<file path="config.mk">
export PLATFORM = sky130hd
export DESIGN_NAME = sis_ctrl
export DESIGN_NICKNAME = d
export VERILOG_FILES = /design/src/hw/rtl/sis_pkg.sv /design/src/hw/rtl/sis_ctrl.sv
export SDC_FILE = /design/constraint.sdc
export NUM_CORES = 1
export LEC_CHECK = 0
export BUFFER_PORTS_ARGS = -buffer_cell sky130_fd_sc_hd__buf_2
export CAP_MARGIN = 20
export CORE_MARGIN = 2
export CORE_UTILIZATION = 31
export DETAILED_ROUTE_END_ITERATION = 10
export PLACE_DENSITY_LB_ADDON = 0.3
export SYNTH_ARGS = -nofsm -noshare
export SYNTH_HDL_FRONTEND = slang
export SYNTH_SLANG_ARGS = --single-unit
</file>
<file path="constraint.sdc">
create_clock -name clk -period 5.8 [get_ports clk]
set_input_delay 0.29 -clock clk [delete_from_list [all_inputs] [get_ports clk]]
set_output_delay 0.29 -clock clk [all_outputs]
set_load 0.05 [all_outputs]
</file>
<file path="src/hw/rtl/sis_pkg.sv">
// ----------------------------------------------------------------------------
// sis_pkg: shared types and constants for the stream interleave scheduler
// Function codes, action codes and the controller-to-datapath command struct.
// ----------------------------------------------------------------------------
package sis_pkg;

    localparam int unsigned FUNC_W  = 2;
    localparam int unsigned SID_W   = 3;
    localparam int unsigned RATE_W  = 32;
    localparam int unsigned PRE_W   = 32;
    localparam int unsigned IV_W    = 24;
    localparam int unsigned PUSH_W  = 31;
    localparam int unsigned WR_W    = 48;
    localparam int unsigned FC_W    = 32;

    // Interval value meaning "every frame": no rounding.
    localparam logic [IV_W-1:0] IV_ONE_FRAME = 24'd65536;

    typedef enum logic [FUNC_W-1:0] {
        FUNC_REQUEST = 2'd0,
        FUNC_SETUP   = 2'd1,
        FUNC_END     = 2'd2,
        FUNC_RATE    = 2'd3
    } func_t;

    typedef enum logic [1:0] {
        ACT_ACK   = 2'd0,
        ACT_WRITE = 2'd1,
        ACT_FINISH = 2'd2,
        ACT_STALL = 2'd3
    } action_t;

    // Commands from controller to datapath.
    typedef struct packed {
        logic setup;       // load stream registers from the captured item
        logic end_stream;  // retire the captured stream
        logic queue_rate;  // store a pending rate
        logic eval_start;  // launch target evaluation of stream eval_idx
        logic eval_store;  // write back due count of the evaluated stream
        logic advance;     // bump frame count and apply pending rates
        logic push;        // hand out samples from stream eval_idx
        logic [3:0] eval_idx;
    } sis_cmd_t;

    // Status from datapath to controller.
    typedef struct packed {
        logic eval_done;   // due count of eval_idx is ready
        logic due_nz;      // evaluated due count is nonzero
        logic cur_due_nz;  // stored due count of eval_idx is nonzero
    } sis_sts_t;

endpackage

</file>
<file path="src/hw/rtl/sis_ctrl.sv">
// ----------------------------------------------------------------------------
// sis_ctrl: request sequencer for the stream interleave scheduler
// Walks the refill and scan loops and issues datapath commands.
// ----------------------------------------------------------------------------
module sis_ctrl
    import sis_pkg::*;
#(
    parameter int unsigned STREAMS             = 8,
    parameter int unsigned FRAME_ADVANCE_LIMIT = 4096,
    parameter int unsigned IDX_W               = 4
)
(
    input  logic               clk,
    input  logic               rst_n,
    input  logic               start,
    input  logic [FUNC_W-1:0]  func,
    input  logic [SID_W-1:0]   stream,
    input  logic               ilv_en,
    input  sis_sts_t           sts,
    input  logic [PUSH_W-1:0]  push_n,
    input  logic [STREAMS-1:0] active,
    output sis_cmd_t           cmd,
    output logic               busy,
    output logic               done,
    output logic [1:0]         action,
    output logic [SID_W-1:0]   stream_id,
    output logic [PUSH_W-1:0]  samples
);

    localparam int unsigned ADV_W = $clog2(FRAME_ADVANCE_LIMIT + 1);

    typedef enum logic [6:0] {
        ST_IDLE   = 7'b0000001,
        ST_REFILL = 7'b0000010,
        ST_EVWAIT = 7'b0000100,
        ST_EVNEXT = 7'b0001000,
        ST_FRAME  = 7'b0010000,
        ST_SCAN   = 7'b0100000,
        ST_RESP   = 7'b1000000
    } state_t;

    state_t             state_reg, state_next;
    logic [IDX_W-1:0]   sp_reg, sp_next;
    logic [IDX_W-1:0]   solo_reg, solo_next;
    logic [IDX_W:0]     total_reg, total_next;
    logic [IDX_W-1:0]   ri_reg, ri_next;
    logic [IDX_W:0]     feed_reg, feed_next;
    logic [ADV_W-1:0]   adv_reg, adv_next;
    logic               pass_reg, pass_next;
    logic               pushed_reg, pushed_next;
    logic [1:0]         act_reg, act_next;
    logic [SID_W-1:0]   sid_reg, sid_next;
    logic [PUSH_W-1:0]  smp_reg, smp_next;
    logic               done_reg, done_next;
    logic               acc;
    logic               in_range;
    logic [STREAMS-1:0] act_after;
    logic [IDX_W-1:0]   solo_scan;
    logic               solo_found;

    assign acc      = start && (state_reg == ST_IDLE);
    assign in_range = {1'b0, stream} < (IDX_W+1)'(STREAMS);

    // Next active stream at or above the solo pointer after an end.
    always_comb
    begin
        act_after = active;
        if (in_range)
            act_after[stream] = 1'b0;
        solo_scan  = solo_reg;
        solo_found = 1'b0;
        for (int i = 0; i < STREAMS; i++)
            if (!solo_found && IDX_W'(i) >= solo_reg && act_after[i])
            begin
                solo_scan  = IDX_W'(i);
                solo_found = 1'b1;
            end
        if (!solo_found)
            solo_scan = IDX_W'(STREAMS);
    end

    always_comb
    begin
        state_next  = state_reg;
        sp_next     = sp_reg;
        solo_next   = solo_reg;
        total_next  = total_reg;
        ri_next     = ri_reg;
        feed_next   = feed_reg;
        adv_next    = adv_reg;
        pass_next   = pass_reg;
        pushed_next = pushed_reg;
        act_next    = act_reg;
        sid_next    = sid_reg;
        smp_next    = smp_reg;
        done_next   = 1'b0;
        cmd         = '0;
        cmd.eval_idx = ri_reg;
        unique case (state_reg)
            ST_IDLE:
            begin
                if (acc)
                begin
                    act_next = ACT_ACK;
                    sid_next = '0;
                    smp_next = '0;
                    state_next = ST_RESP;
                    if (func == FUNC_REQUEST)
                    begin
                        if (total_reg == '0)
                            act_next = ACT_FINISH;
                        else
                        begin
                            pass_next  = 1'b0;
                            pushed_next = 1'b0;
                            adv_next   = '0;
                            state_next = ST_SCAN;
                        end
                    end
                    else if (in_range)
                    begin
                        unique case (func)
                            FUNC_SETUP:
                            begin
                                cmd.setup = 1'b1;
                                if (!active[stream])
                                    total_next = total_reg + 1'b1;
                            end
                            FUNC_END:
                                if (active[stream])
                                begin
                                    cmd.end_stream = 1'b1;
                                    total_next = total_reg - 1'b1;
                                    solo_next  = solo_scan;
                                end
                            FUNC_RATE: cmd.queue_rate = 1'b1;
                            default: ;
                        endcase
                    end
                end
            end
            ST_SCAN:
            begin
                // At pointer zero, refill first (once per request).
                cmd.eval_idx = sp_reg;
                if (sp_reg == '0 && !pushed_reg)
                begin
                    ri_next    = solo_reg;
                    feed_next  = '0;
                    state_next = ST_REFILL;
                end
                else if (sp_reg >= IDX_W'(STREAMS) ||
                         (!ilv_en && sp_reg > solo_reg))
                begin
                    sp_next = '0;
                    if (pushed_reg || pass_reg)
                    begin
                        act_next   = ACT_STALL;
                        state_next = ST_RESP;
                    end
                    else
                        pass_next = 1'b1;
                end
                else if (sts.cur_due_nz)
                begin
                    cmd.push   = 1'b1;
                    act_next   = ACT_WRITE;
                    sid_next   = sp_reg[SID_W-1:0];
                    smp_next   = push_n;
                    state_next = ST_RESP;
                end
                else
                    sp_next = sp_reg + 1'b1;
            end
            ST_REFILL:
            begin
                if (ri_reg >= IDX_W'(STREAMS))
                    state_next = ST_FRAME;
                else if (!active[ri_reg[SID_W-1:0]])
                    ri_next = ri_reg + 1'b1;
                else
                begin
                    cmd.eval_start = 1'b1;
                    state_next = ST_EVWAIT;
                end
            end
            ST_EVWAIT:
                if (sts.eval_done)
                begin
                    cmd.eval_store = 1'b1;
                    if (sts.due_nz)
                        feed_next = feed_reg + 1'b1;
                    state_next = ST_EVNEXT;
                end
            ST_EVNEXT:
            begin
                ri_next    = ilv_en ? ri_reg + 1'b1 : IDX_W'(STREAMS);
                state_next = ST_REFILL;
            end
            ST_FRAME:
            begin
                if (feed_reg != '0)
                begin
                    pushed_next = 1'b1;
                    if (!ilv_en)
                        sp_next = solo_reg;
                    state_next = ST_SCAN;
                end
                else
                begin
                    cmd.advance = 1'b1;
                    adv_next = adv_reg + 1'b1;
                    if (adv_reg + 1'b1 >= ADV_W'(FRAME_ADVANCE_LIMIT))
                    begin
                        act_next   = ACT_STALL;
                        state_next = ST_RESP;
                    end
                    else
                    begin
                        ri_next    = solo_reg;
                        state_next = ST_REFILL;
                    end
                end
            end
            ST_RESP:
            begin
                done_next  = 1'b1;
                state_next = ST_IDLE;
            end
            default: state_next = ST_IDLE;
        endcase
    end

    always_ff @(posedge clk or negedge rst_n)
    begin
        if (!rst_n)
        begin
            state_reg  <= ST_IDLE;
            sp_reg     <= '0;
            solo_reg   <= '0;
            total_reg  <= '0;
            ri_reg     <= '0;
            feed_reg   <= '0;
            adv_reg    <= '0;
            pass_reg   <= 1'b0;
            pushed_reg <= 1'b0;
            done_reg   <= 1'b0;
        end
        else
        begin
            state_reg  <= state_next;
            sp_reg     <= sp_next;
            solo_reg   <= solo_next;
            total_reg  <= total_next;
            ri_reg     <= ri_next;
            feed_reg   <= feed_next;
            adv_reg    <= adv_next;
            pass_reg   <= pass_next;
            pushed_reg <= pushed_next;
            done_reg   <= done_next;
        end
    end

    always_ff @(posedge clk)
    begin
        act_reg <= act_next;
        sid_reg <= sid_next;
        smp_reg <= smp_next;
    end

    assign busy      = state_reg != ST_IDLE;
    assign done      = done_reg;
    assign action    = act_reg;
    assign stream_id = sid_reg;
    assign samples   = smp_reg;

endmodule

</file>
Word-level counts from Yosys, hierarchy flattened:

Cells that the tools add are included.

* word-level logic and storage cells: 236
* output and inout port bits: 49
* bits in registers: 81
* bits of input ports: 51

* magnitude comparators: 15
* reductions and logical operators: 52
* mux-type cells: 109
* $add $sub $neg: 6
* equal/unequal tests: 38
* bitwise operators: 3

Operators with widths (number)
* $mux 31: 4
* $mux 7: 12
* $mux 4: 20
* $pmux 31 s2: 1
* $mux 13: 4
* $pmux 7 s6: 1
* $ne 2x2->1 const B: 19
* $mux 1: 33
* $mux 5: 6
* $pmux 13 s2: 1
* $reduce_and 5->1: 5
* $mux 3: 7
* $pmux 5 s2: 2
* $logic_and 1x1->1: 19
* $mux 2: 9
* $reduce_and 6->1: 3
* $ge 3x4->1 const A: 4
* $pmux 4 s4: 1
* $reduce_and 7->1: 2
* $add 13x1->13 const B: 1
* $ge 13x13->1 const B: 1
* $ne 3x3->1 const B: 4
* $add 5x1->5 const B: 2
* $reduce_bool 2->1: 5
* 39 further kinds: 57

Logic depth before layout (Yosys ltp):

Gate-level depths: netlist of the first run.

* word-level depth: 38
* depth in mapped cells: 9

Worst setup path before layout of the first run:

No wires, ideal clock.

* kind: register to register
* start point: register state_reg[2]
* end point: register smp_reg[0] (netlist: samples[0]) (enable)
* slack: 2903 ps
* path buffers: 1
* required time: 5424 ps
* data arrival time: 2521 ps
* period minus slack after synthesis: 2897 ps
* cell stages (with the launch flop): 7
* cells stage by stage: dfrtp_1 nor3_1 clkbuf_1 nand3_1 nor2_1 and3_1 or2_2

* cells in the longest elaborated chain, start to end: 4

RTL lines
* start: declaration: RTL line sis_ctrl.sv:42 `state_t state_reg, state_next;`
* start signal: assignment: RTL line sis_ctrl.sv:251 `state_reg <= state_next;`
* $eq 7x1->1: RTL line sis_ctrl.sv:61, sis_ctrl.sv:99
* $logic_and 1x1->1: RTL line sis_ctrl.sv:61 `assign acc = start && (state_reg == ST_IDLE);`
* $ne 2x2->1 (no line)
* $reduce_and 5->1 (no line) (*)
* end signal: assignment: RTL line sis_ctrl.sv:268 `smp_reg <= smp_next;`
* end: declaration: RTL line sis_ctrl.sv:53 `logic [PUSH_W-1:0] smp_reg, smp_next;`

Mark *: on every way between the ends. The rest lies on a longest branch, timed or not.
A chain may end at the register's enable or synchronous reset.

Final worst setup path of the first run:

* start point: register state_reg[2]
* end point: register sid_reg[1] (netlist: stream_id[1]) (enable)

* cells in the longest elaborated chain, start to end: 4

RTL lines
* $eq 7x1->1: RTL line sis_ctrl.sv:61, sis_ctrl.sv:99
* $logic_and 1x1->1: RTL line sis_ctrl.sv:61
* $ne 2x2->1 (no line)
* $reduce_and 5->1 (no line) (*)
* end signal: assignment: RTL line sis_ctrl.sv:267 `sid_reg <= sid_next;`
* end: declaration: RTL line sis_ctrl.sv:52 `logic [SID_W-1:0] sid_reg, sid_next;`

Marks and branches as above.

==> qor.txt, run 1 <==
=================================================================================
Netlist area before placement ......................................    4723 um^2
RSZ-0062 raised after global routing ...............................        false
Relative slew slack ................................................       0.2875
TritonCTS buffer count .............................................            9
Net count of the mapped netlist ....................................          514
Number of port buffers .............................................           99
Internal Dissipation ...............................................     1.515 mW
CTS tree ...........................................................         done
Row cnt ............................................................           45
Part of the power in the clock network .............................        0.219
Sequential element share of the synthesized area ...................       0.4675
Placement-stage cell area ..........................................    5393 um^2
Dominant synthesized flop cell ..................................... sky130_fd_sc_hd__dfrtp_1
Critical path launch point type ....................................    flip-flop
Reported max-cap violation count ...................................            0
Placed wire-length estimate after detailed placement ...............      9082 um
Fraction of final layout cells sized beyond drive strength 1 .......       0.2839
Final max-slew violation count .....................................            0
Synthesized instance count .........................................          448
Worst hold path type ...............................................       in2reg
Net Sw Frac ........................................................       0.4312
Via total after detailed routing ...................................         3915
Core Footprint .....................................................   15030 um^2
Clock insertion delay at the later pin of the skew report ..........      0.34 ns
Mean number of vias per cell .......................................        5.283
Global route total overflow ........................................            0
Highest ir drop seen on vdd ........................................    0.2010 mV
Worst setup path class .............................................      reg2reg
Pin slew with the least headroom to its limit ......................     1.059 ns
Flip-flop count of the largest register after layout ...............           31
Endpoint required time on the critical path ........................      5.76 ns
Final hold violation count .........................................            0
Number of filler cells placed in the layout ........................         1491
Seq pwr share ......................................................        0.353
GPL Wtd Cong .......................................................       0.8706
First-pass iteration count of the detailed router ..................            4
Maximum clock frequency ............................................    290.5 MHz
Worst path max stage delay .........................................      0.82 ns
Iter 0 DRT Violations ..............................................          211
Crit path max fanout ...............................................           34
Total GRT Usage ....................................................       0.1527
Result of the run .................................................. finished, final reports clean
Shortest period the worst path allows ..............................     3.442 ns
Total wire length ..................................................     12220 um
Number of flops mapped to enable cells by yosys ....................           36
Count of H-tree levels built during CTS ............................            3
Worst Setup End Kind ...............................................    flip-flop
Post-route setup TNS ...............................................         0 ns
Vias in the first global route .....................................         3844
Sw power ...........................................................     1.149 mW
Total of cells resized after clock tree synthesis ..................            0
Total of endpoints with negative setup slack in the final report ...            0
Final clock skew ...................................................  0.008514 ns
Total power ........................................................     2.664 mW
Post-route standard cell area excluding fillers ....................    5756 um^2
Total power divided by cell area ................................... 462.9 nW/um^2
NumNets Final ......................................................          614
Antenna Violating Nets Remaining ...................................            0
Initial antenna violation count ....................................            0
Wire length of the first global-routing pass .......................     19630 um
Die Wd .............................................................     127.4 um
Leak ...............................................................     2.540 nW
Clock root buffer master ........................................... sky130_fd_sc_hd__clkbuf_16
Hold bufs inserted after CTS .......................................            0
Synthesis Warnings .................................................            0
Routed WL per cell .................................................     16.49 um
Cell with the biggest individual delay on the critical path ........ sky130_fd_sc_hd__nor3_1
Number of flip-flops and latches in the synthesized netlist ........           81
Arr. time, crit path ...............................................      3.41 ns
Clock Path Buffers .................................................            2
Die footprint ......................................................   16240 um^2
Sink Count .........................................................           81
Final routed DRC violation total ...................................            0
Initial Utilization ................................................       0.3142
Part of the total power dissipated in combinational logic ..........        0.428
Syn-to-layout area delta ...........................................       21.85%
Post-synthesis average cell area ...................................   10.54 um^2
Sequence of cells on the critical path ............................. nor3_1, nand3_1, nor2_1, and3_1, or2_2
Final clock period utilization by the worst path ...................       0.5934
Largest net degree at the start of global routing ..................           46
Antenna diode instance count .......................................            0
Count of different cell masters after synthesis ....................           75
Register clock-pin slew on the reported worst setup and hold paths .      0.06 ns
Post CTS Setup Buffer Count ........................................            0
Async set or reset register ratio after synthesis ..................       0.5556
Top Ports ..........................................................          100
Chip height ........................................................     127.4 um
=================================================================================
==> area by class of cell <==
class | count | area (um^2) | area share
clock buffers | 11 | 242.7 | 0.04217
clock inverters | 5 | 62.56 | 0.01087
inverters | 25 | 93.84 | 0.01630
multi-input cells | 329 | 2360 | 0.4100
flip-flops and latches | 81 | 2208 | 0.3837
well taps | 188 | 235.2 | 0.04087
repair buffers | 102 | 553.0 | 0.09609
==> layout by cell type, fill, tap and decap left out, types with 3 or more instances in the layout <==
cell type / count
sky130_fd_sc_hd__nor2b_1: 7
sky130_fd_sc_hd__or3b_2: 4
sky130_fd_sc_hd__mux2_2: 4
sky130_fd_sc_hd__a211oi_1: 8
sky130_fd_sc_hd__o211ai_1: 10
sky130_fd_sc_hd__edfxtp_1: 36
sky130_fd_sc_hd__nand4_1: 14
sky130_fd_sc_hd__dfrtp_1: 44
sky130_fd_sc_hd__or4_1: 4
sky130_fd_sc_hd__a31oi_1: 3
sky130_fd_sc_hd__nor3b_1: 3
sky130_fd_sc_hd__nor3_1: 8
sky130_fd_sc_hd__and3_1: 8
sky130_fd_sc_hd__a22oi_1: 4
sky130_fd_sc_hd__inv_1: 25
sky130_fd_sc_hd__or3_1: 3
sky130_fd_sc_hd__nand2_1: 27
sky130_fd_sc_hd__a21o_1: 5
sky130_fd_sc_hd__mux4_2: 4
sky130_fd_sc_hd__nor2_1: 29
sky130_fd_sc_hd__and4_1: 3
sky130_fd_sc_hd__buf_2: 99
sky130_fd_sc_hd__xnor2_1: 5
sky130_fd_sc_hd__mux2_4: 3
sky130_fd_sc_hd__xor2_1: 9
sky130_fd_sc_hd__and2_1: 35
sky130_fd_sc_hd__nand3_1: 14
sky130_fd_sc_hd__nand2b_1: 7
sky130_fd_sc_hd__or2_2: 8
sky130_fd_sc_hd__ha_1: 14
sky130_fd_sc_hd__o21ai_0: 16
sky130_fd_sc_hd__o22ai_1: 3
sky130_fd_sc_hd__mux2i_1: 6
sky130_fd_sc_hd__nand3b_1: 3
sky130_fd_sc_hd__a21oi_1: 10
sky130_fd_sc_hd__clkbuf_16: 9
==> worst max-delay path, delay by kind of cell, from the launching register on <==
| family | cells | cell delay [ns] |
|---|---|---|
| AND/OR/NAND/NOR | 5 | 2.60 |
| flip-flops | 1 | 0.46 |
==> power by group through the flow <==
| stage | Sequential, mW | Combinational (mW) | Clock [mW] |
|---|---|---|---|
| finish | 0.939 | 1.14 | 0.584 |
| global route | 0.962 | 1.25 | 0.619 |
| CTS | 0.938 | 1.13 | 0.596 |
| detailed placement | 0.948 | 1.13 | 0 |
| global placement | 0.942 | 1.11 | 0 |
| floorplan | 1.11 | 0.675 | 0 |
==> layer usage <==
| metal | wire (um) | global-route usage | part of all wire | vias up |
|---|---|---|---|---|
| met5 | 0 | 0 | 0 | - |
| met1 | 5620 | 0.1934 | 0.46 | 1873 |
| met4 | 265 | 0.07304 | 0.022 | 0 |
| met3 | 806 | 0.03392 | 0.066 | 20 |
| met2 | 5527 | 0.2479 | 0.45 | 146 |
| li1 | - | - | - | 1876 |
==> per-stage QoR <==
stage	hold slack, ns	cells	utilization	setup slack (ns)
after CTS	0.1490	738	0.3790	2.347
after floorplan	-0.005591	448	-	2.903
after global placement	0.4644	722	0.3587	2.550
after detailed placement	0.4693	722	0.3587	2.419
after global routing	0.1938	741	0.3829	2.084
final	0.1621	741	0.3829	2.358
==> Yosys cell counts, types with 8 or more instances <==
library cell,instances,area (um^2)
sky130_fd_sc_hd__xor2_1,9,78.83
sky130_fd_sc_hd__and3_1,8,50.05
sky130_fd_sc_hd__a211oi_1,8,60.06
sky130_fd_sc_hd__nand2_1,27,101.4
sky130_fd_sc_hd__clkbuf_1,8,30.03
sky130_fd_sc_hd__o21ai_0,16,80.08
sky130_fd_sc_hd__ha_1,14,175.2
sky130_fd_sc_hd__dfrtp_1,44,1101
sky130_fd_sc_hd__nand3_1,14,70.07
sky130_fd_sc_hd__nor2_1,29,108.9
sky130_fd_sc_hd__o211ai_1,10,75.07
sky130_fd_sc_hd__nand4_1,14,87.58
sky130_fd_sc_hd__edfxtp_1,36,1081
sky130_fd_sc_hd__and2_1,35,219.0
sky130_fd_sc_hd__a21oi_1,10,50.05
sky130_fd_sc_hd__or2_2,8,50.05
sky130_fd_sc_hd__nor3_1,8,40.04
sky130_fd_sc_hd__inv_1,25,93.84
==> final timing paths <==
check | start | to | slack, ns | depth (start not counted)
worst min-delay path | start | state_reg[0] | 0.16 | 2
worst max register to register | state_reg[2] | stream_id[1] | 2.36 | 5
worst min register to register | total_reg[4] | total_reg[4] | 0.48 | 1
max in group asynchronous | rst_n | state_reg[0] | 4.75 | 3
worst max-delay path | state_reg[2] | stream_id[1] | 2.36 | 5
min in group asynchronous | rst_n | adv_reg[5] | 0.45 | 2
==> cells by family after synthesis <==
group                      synth area share
and+or+nand+nor                      0.2445
AOI/OAI and AO/OA                    0.1370
DFF                                  0.4676
buffers and inverters               0.03285
muxes                               0.05086
adders and majority gates           0.04133
xor gates and xnor gates            0.02596
Power figures use the tool's default switching activity.
==> run 2, diff against run 1 <==
==> constraint.sdc (replaced) <==
create_clock -name clk -period 3.3 [get_ports clk]
set_input_delay 0.165 -clock clk [delete_from_list [all_inputs] [get_ports clk]]
set_output_delay 0.165 -clock clk [all_outputs]
set_load 0.05 [all_outputs]
==> run 2 against run 1 <==
Effect of this change: fmax increased by 23%; flip-flop and latch count unchanged; largest power group unchanged; die area unchanged; combinational power increased by 76%; first-iteration DRC count increased by 44%; final cell count increased by 0.81%; clock skew decreased by 0.0026 ns; non-clock buffer count increased by 6; largest cell class unchanged; highest routed layer unchanged; sequential power increased by 75%.
==> qor.txt, run 2 (synthesis gave the netlist of run 1 again) <==
=================================================================================
Result of the run .................................................. finished, final reports clean
Internal Dissipation ...............................................     2.779 mW
Part of the total power dissipated in combinational logic ..........        0.423
Total GRT Usage ....................................................       0.1487
Highest ir drop seen on vdd ........................................    0.3101 mV
Net Sw Frac ........................................................       0.4156
Die footprint ......................................................   16240 um^2
Placed wire-length estimate after detailed placement ...............      8997 um
CTS tree ...........................................................         done
Fraction of final layout cells sized beyond drive strength 1 .......       0.2916
Final routed DRC violation total ...................................            0
Maximum clock frequency ............................................    356.9 MHz
Number of cells in the finished layout apart from fillers ..........          747
Worst slack, placed ................................................    0.5049 ns
Clock insertion delay at the later pin of the skew report ..........      0.33 ns
Crit path max fanout ...............................................           34
Via total after detailed routing ...................................         3912
Top Ports ..........................................................          100
GPL Wtd Cong .......................................................       0.9229
Placement-stage cell area ..........................................    5445 um^2
Core Footprint .....................................................   15030 um^2
NumNets Final ......................................................          620
Initial antenna violation count ....................................            0
Die Wd .............................................................     127.4 um
Total wire length ..................................................     12000 um
Antenna Violating Nets Remaining ...................................            0
Register clock-pin slew on the reported worst setup and hold paths .      0.06 ns
RSZ-0062 raised after global routing ...............................        false
Final clock period utilization by the worst path ...................       0.8490
Most common cell after layout, fill and taps aside ................. sky130_fd_sc_hd__buf_2
Setup slack after layout ...........................................    0.4982 ns
First-pass iteration count of the detailed router ..................            5
Initial Utilization ................................................       0.3142
Iter 0 DRT Violations ..............................................          303
Routed WL per cell .................................................     16.07 um
Antenna diode instance count .......................................            0
Count of H-tree levels built during CTS ............................            3
Post-route standard cell area excluding fillers ....................    5808 um^2
Worst Setup End Kind ...............................................    flip-flop
Endpoint required time on the critical path ........................      3.27 ns
Sw power ...........................................................     1.976 mW
Leak ...............................................................     2.579 nW
Worst hold slack after final layout ................................   0.01901 ns
Post-route setup TNS ...............................................         0 ns
Total power ........................................................     4.756 mW
Global route total overflow ........................................            0
Worst hold path type ...............................................       in2reg
Chip height ........................................................     127.4 um
Relative slew slack ................................................       0.4460
Number of filler cells placed in the layout ........................         1457
Total of cells resized after clock tree synthesis ..................            0
Total power divided by cell area ................................... 818.8 nW/um^2
Number of port buffers .............................................           99
Flip-flop count of the largest register after layout ...............           31
Syn-to-layout area delta ...........................................       22.97%
TritonCTS buffer count .............................................            9
Final clock skew ...................................................  0.005939 ns
Share of the core filled with cells in the final layout ............       0.3864
Critical path launch point type ....................................    flip-flop
Number of instances in the placed design ...........................          729
Flip-flop and latch area ...........................................    2208 um^2
Shortest period the worst path allows ..............................     2.802 ns
Reported max-cap violation count ...................................            0
Commonest non-fill, non-tap cells in the layout .................... 99 x sky130_fd_sc_hd__buf_2, 44 x sky130_fd_sc_hd__dfrtp_1, 36 x sky130_fd_sc_hd__edfxtp_1
Final max-slew violation count .....................................            0
Part of the power in the clock network .............................        0.232
Mean number of vias per cell .......................................        5.237
Multi-input gate area ..............................................    2360 um^2
Clock Path Buffers .................................................            2
Largest net degree at the start of global routing ..................           46
Clock root buffer master ........................................... sky130_fd_sc_hd__clkbuf_16
Arr. time, crit path ...............................................      2.78 ns
Seq pwr share ......................................................        0.345
Total of endpoints with negative setup slack in the final report ...            0
Worst setup path class .............................................      reg2reg
Wire length of the first global-routing pass .......................     19220 um
Sink Count .........................................................           81
Pin slew with the least headroom to its limit ......................    0.8241 ns
Row cnt ............................................................           45
Vias in the first global route .....................................         3730
Final hold violation count .........................................            0
=================================================================================
## run 2: cell types whose count changed in the layout (fill, tap and decap cells not counted)
cell                         previous run  this run
sky130_fd_sc_hd__buf_16                 1         0
sky130_fd_sc_hd__buf_4                  0         7
sky130_fd_sc_hd__bufinv_16              1         2
sky130_fd_sc_hd__clkbuf_8               1         2
sky130_fd_sc_hd__clkinvlp_4             2         1
sky130_fd_sc_hd__inv_6                  1         0
## run 2: timing repair
action	in CTS	in global routing
setup buffers	0	0
setup endpoints to repair	0	0
hold buffers	0	1
endpoints found under the hold margin	0	18
## run 2: critical path, stage by stage, from the launching register on
cell	delay, ns
sky130_fd_sc_hd__dfrtp_1	0.52
sky130_fd_sc_hd__inv_1	0.14
sky130_fd_sc_hd__ha_1	0.33
sky130_fd_sc_hd__a41oi_1	0.24
sky130_fd_sc_hd__nor2_1	0.07
sky130_fd_sc_hd__or2_2	0.35
sky130_fd_sc_hd__and3_1	0.20
sky130_fd_sc_hd__or2_2	0.58
## run 2: power by group through the flow
stage	combinational, mW	sequential [mW]	clock, mW
after CTS	2.02	1.64	1.13
after global routing	2.19	1.69	1.18
after global placement	1.99	1.64	0
final	2.01	1.64	1.11
after detailed placement	2.01	1.66	0
after floorplan	1.19	1.94	0
## run 2: worst paths after layout
kind / startpoint / to / slack, ns / cells past startpoint
hold / removal: start / state_reg[0] / 0.02 / 2
setup / recovery: solo_reg[2] / samples[6] / 0.50 / 7
max in group asynchronous: rst_n / state_reg[0] / 2.39 / 3
hold reg to reg: total_reg[4] / total_reg[4] / 0.48 / 1
min in group asynchronous: rst_n / adv_reg[4] / 0.32 / 2
setup reg to reg: solo_reg[2] / samples[6] / 0.50 / 7
## run 2: cell type report
type	instances	area share
clock buffer	12	0.04416
sequential	81	0.3802
clock inverter	4	0.01314
inverter	25	0.01616
multi-input combinational	329	0.4063
tap	188	0.04050
timing repair buffer	108	0.09953
## run 2: routing by layer
| layer | vias to the layer above | track usage | routed length, um |
|---|---|---|---|
| met2 | 154 | 0.2318 | 5378 |
| met5 | - | 0 | 0 |
| met1 | 1876 | 0.2067 | 5675 |
| li1 | 1874 | - | - |
| met3 | 8 | 0.03727 | 814 |
| met4 | 0 | 0.03943 | 133 |
==> run 3, diff against run 2 <==
==> constraint.sdc (replaced) <==
create_clock -name clk -period 2.44 [get_ports clk]
set_input_delay 0.122 -clock clk [delete_from_list [all_inputs] [get_ports clk]]
set_output_delay 0.122 -clock clk [all_outputs]
set_load 0.05 [all_outputs]
==> run 3 against run 2 <==
Effect of this change: core utilization up 0.97 points; die area unchanged; clock-buffer cell count down 2; total power up 36%; flip-flop and latch count unchanged; critical path depth down 2; global-route usage up 0.84 points; combinational power up 52%; final area up 2.5%; final cell count up 3.2%; register-to-register slack worse by 0.39 ns; largest power group unchanged.
==> qor.txt, run 3 (synthesis gave the netlist of run 1 again) <==
=================================================================================
Clock Path Buffers .................................................            2
Worst path max stage delay .........................................      0.61 ns
Post-route setup TNS ...............................................         0 ns
Worst setup path class .............................................      reg2out
Arr. time, crit path ...............................................      2.23 ns
Core Footprint .....................................................   15030 um^2
Placed wire-length estimate after detailed placement ...............      9708 um
R2r endpoint ....................................................... total_reg[3]
GPL Wtd Cong .......................................................       0.8901
Final hold violation count .........................................            0
Vias in the first global route .....................................         3983
Wire length of the first global-routing pass .......................     20130 um
Result of the run .................................................. finished, final reports clean
Via total after detailed routing ...................................         4062
Most common cell after layout, fill and taps aside ................. sky130_fd_sc_hd__buf_2
Reported max-cap violation count ...................................            0
Initial Utilization ................................................       0.3142
Worst R2R Setup Slack ..............................................      0.11 ns
Total wire length ..................................................     12650 um
Worst flop-to-flop path startpoint ................................. state_reg[1]
Routed WL per cell .................................................     16.41 um
Cell with the biggest individual delay on the critical path ........ sky130_fd_sc_hd__or4_4
Antenna diode instance count .......................................            0
Top Ports ..........................................................          100
Clock insertion delay at the later pin of the skew report ..........      0.34 ns
Chip height ........................................................     127.4 um
Share of the core filled with cells in the final layout ............       0.3960
TritonCTS buffer count .............................................            9
Commonest non-fill, non-tap cells in the layout .................... 95 x sky130_fd_sc_hd__buf_2, 44 x sky130_fd_sc_hd__dfrtp_1, 36 x sky130_fd_sc_hd__edfxtp_1
Row cnt ............................................................           45
Clock root buffer master ........................................... sky130_fd_sc_hd__clkbuf_16
First element of the critical path ................................. state_reg[1]
Sequence of cells on the critical path ............................. or4_4, nor3_4, buf_4, and3_1, buf_4
Final max-slew violation count .....................................            0
Hold Path Depth ....................................................            2
Worst hold path type ...............................................       in2reg
NumNets Final ......................................................          644
Die footprint ......................................................   16240 um^2
Kind of cell adding the most delay to the critical path ............ simple AND/OR/NAND/NOR gates
Highest ir drop seen on vdd ........................................    0.3905 mV
Pin slew with the least headroom to its limit ......................    0.6051 ns
Endpoint required time on the critical path ........................      2.32 ns
First-pass iteration count of the detailed router ..................            5
CTS tree ...........................................................         done
Crit path max fanout ...............................................            8
Sink Count .........................................................           81
Final clock skew ...................................................  0.008446 ns
Last element of the critical path ..................................       cmd[8]
RSZ-0062 raised after global routing ...............................        false
Largest net degree at the start of global routing ..................           35
Crit. path cell count ..............................................            5
Shortest period the worst path allows ..............................     2.352 ns
Mean number of vias per cell .......................................        5.268
Maximum clock frequency ............................................    425.1 MHz
Total GRT Usage ....................................................       0.1571
Sum of buffers and inverters on the critical path ..................            2
Syn-to-layout area delta ...........................................       26.04%
Global route total overflow ........................................            0
Total power divided by cell area ................................... 1084 nW/um^2
Worst Setup End Kind ...............................................   output pin
Count of H-tree levels built during CTS ............................            3
Leak ...............................................................     2.661 nW
Flip-flop count of the largest register after layout ...............           31
Total of endpoints with negative setup slack in the final report ...            0
Iter 0 DRT Violations ..............................................          244
Relative slew slack ................................................       0.5862
Die Wd .............................................................     127.4 um
Initial antenna violation count ....................................            0
Final routed DRC violation total ...................................            0
Register clock-pin slew on the reported worst setup and hold paths .      0.07 ns
Number of filler cells placed in the layout ........................         1463
Critical path's most frequent cell ................................. sky130_fd_sc_hd__buf_4
Antenna Violating Nets Remaining ...................................            0
Number of port buffers .............................................           99
Final clock period utilization by the worst path ...................       0.9641
Critical path launch point type ....................................    flip-flop
Reg2Reg Depth ......................................................            4
Fraction of final layout cells sized beyond drive strength 1 .......       0.3259
=================================================================================
## run 3: changes by cell type in the layout (fill, tap and decap cells not counted), moves of 2 or more
cell,previous run,this run
sky130_fd_sc_hd__buf_2,99,95
sky130_fd_sc_hd__buf_4,7,35
sky130_fd_sc_hd__bufinv_16,2,0
sky130_fd_sc_hd__clkbuf_8,2,0
sky130_fd_sc_hd__inv_6,0,3
## run 3: power by group
group / internal, mW / total (mW) / switching (mW)
Sequential: 1.86 / 2.12 / 0.260
Clock: 0.703 / 1.28 / 0.581
Combinational: 1.11 / 3.05 / 1.94
Total: 3.67 / 6.45 / 2.78
## run 3: how the worst min path moves through the flow
| stage | from | to | slack, ns |
|---|---|---|---|
| 6_report | push_n[0] | samples[0] | 0.06 |
| 3_3_place_gp | rst_n | ri_reg[2] | 0.07 |
| 4_1_cts | push_n[0] | samples[0] | 0.05 |
| 5_1_grt | push_n[18] | samples[18] | 0.05 |
| 3_5_place_dp | rst_n | state_reg[3] | 0.08 |
| 2_1_floorplan | rst_n | adv_reg[0] | -0.17 |
## run 3: cell type report
type,instances,area [um^2],area share
clock inverter,6,50.05,0.008407
inverter,25,93.84,0.01576
sequential,81,2208,0.3710
timing repair buffer,132,758.2,0.1274
clock buffer,10,229.0,0.03846
multi-input combinational,329,2379,0.3995
tap,188,235.2,0.03951
## run 3: stage by stage
stage                     worst slack, ns  total power [mW]  instances  instance area [um^2]  hold slack, ns
final                             0.08760             6.453        771                  5953         0.06151
after global routing             0.008745             6.867        771                  5953         0.05400
after CTS                        0.006993             6.483        768                  5924         0.04905
after detailed placement           0.1315             5.157        749                  5608         0.08102
after global placement             0.1776             5.101        749                  5608         0.07400
after floorplan                   0.03532             4.243        448                  4736         -0.1736
## run 3: routing by layer
layer / GRT usage / vias up / part of all wire
li1: - / 1932 / -
met1: 0.2105 / 1935 / 0.46
met2: 0.2485 / 174 / 0.45
met3: 0.02554 / 21 / 0.071
met4: 0.07498 / 0 / 0.022
met5: 0 / - / 0
## run 3: what timing repair did
item / in CTS / in global routing
setup buffers: 1 / 3
hold buffers: 2 / 0
endpoints found under the hold margin: 15 / 0
gates resized for setup: 4 / 2
pin swaps: 2 / 2
endpoints found under the setup margin: 4 / 8
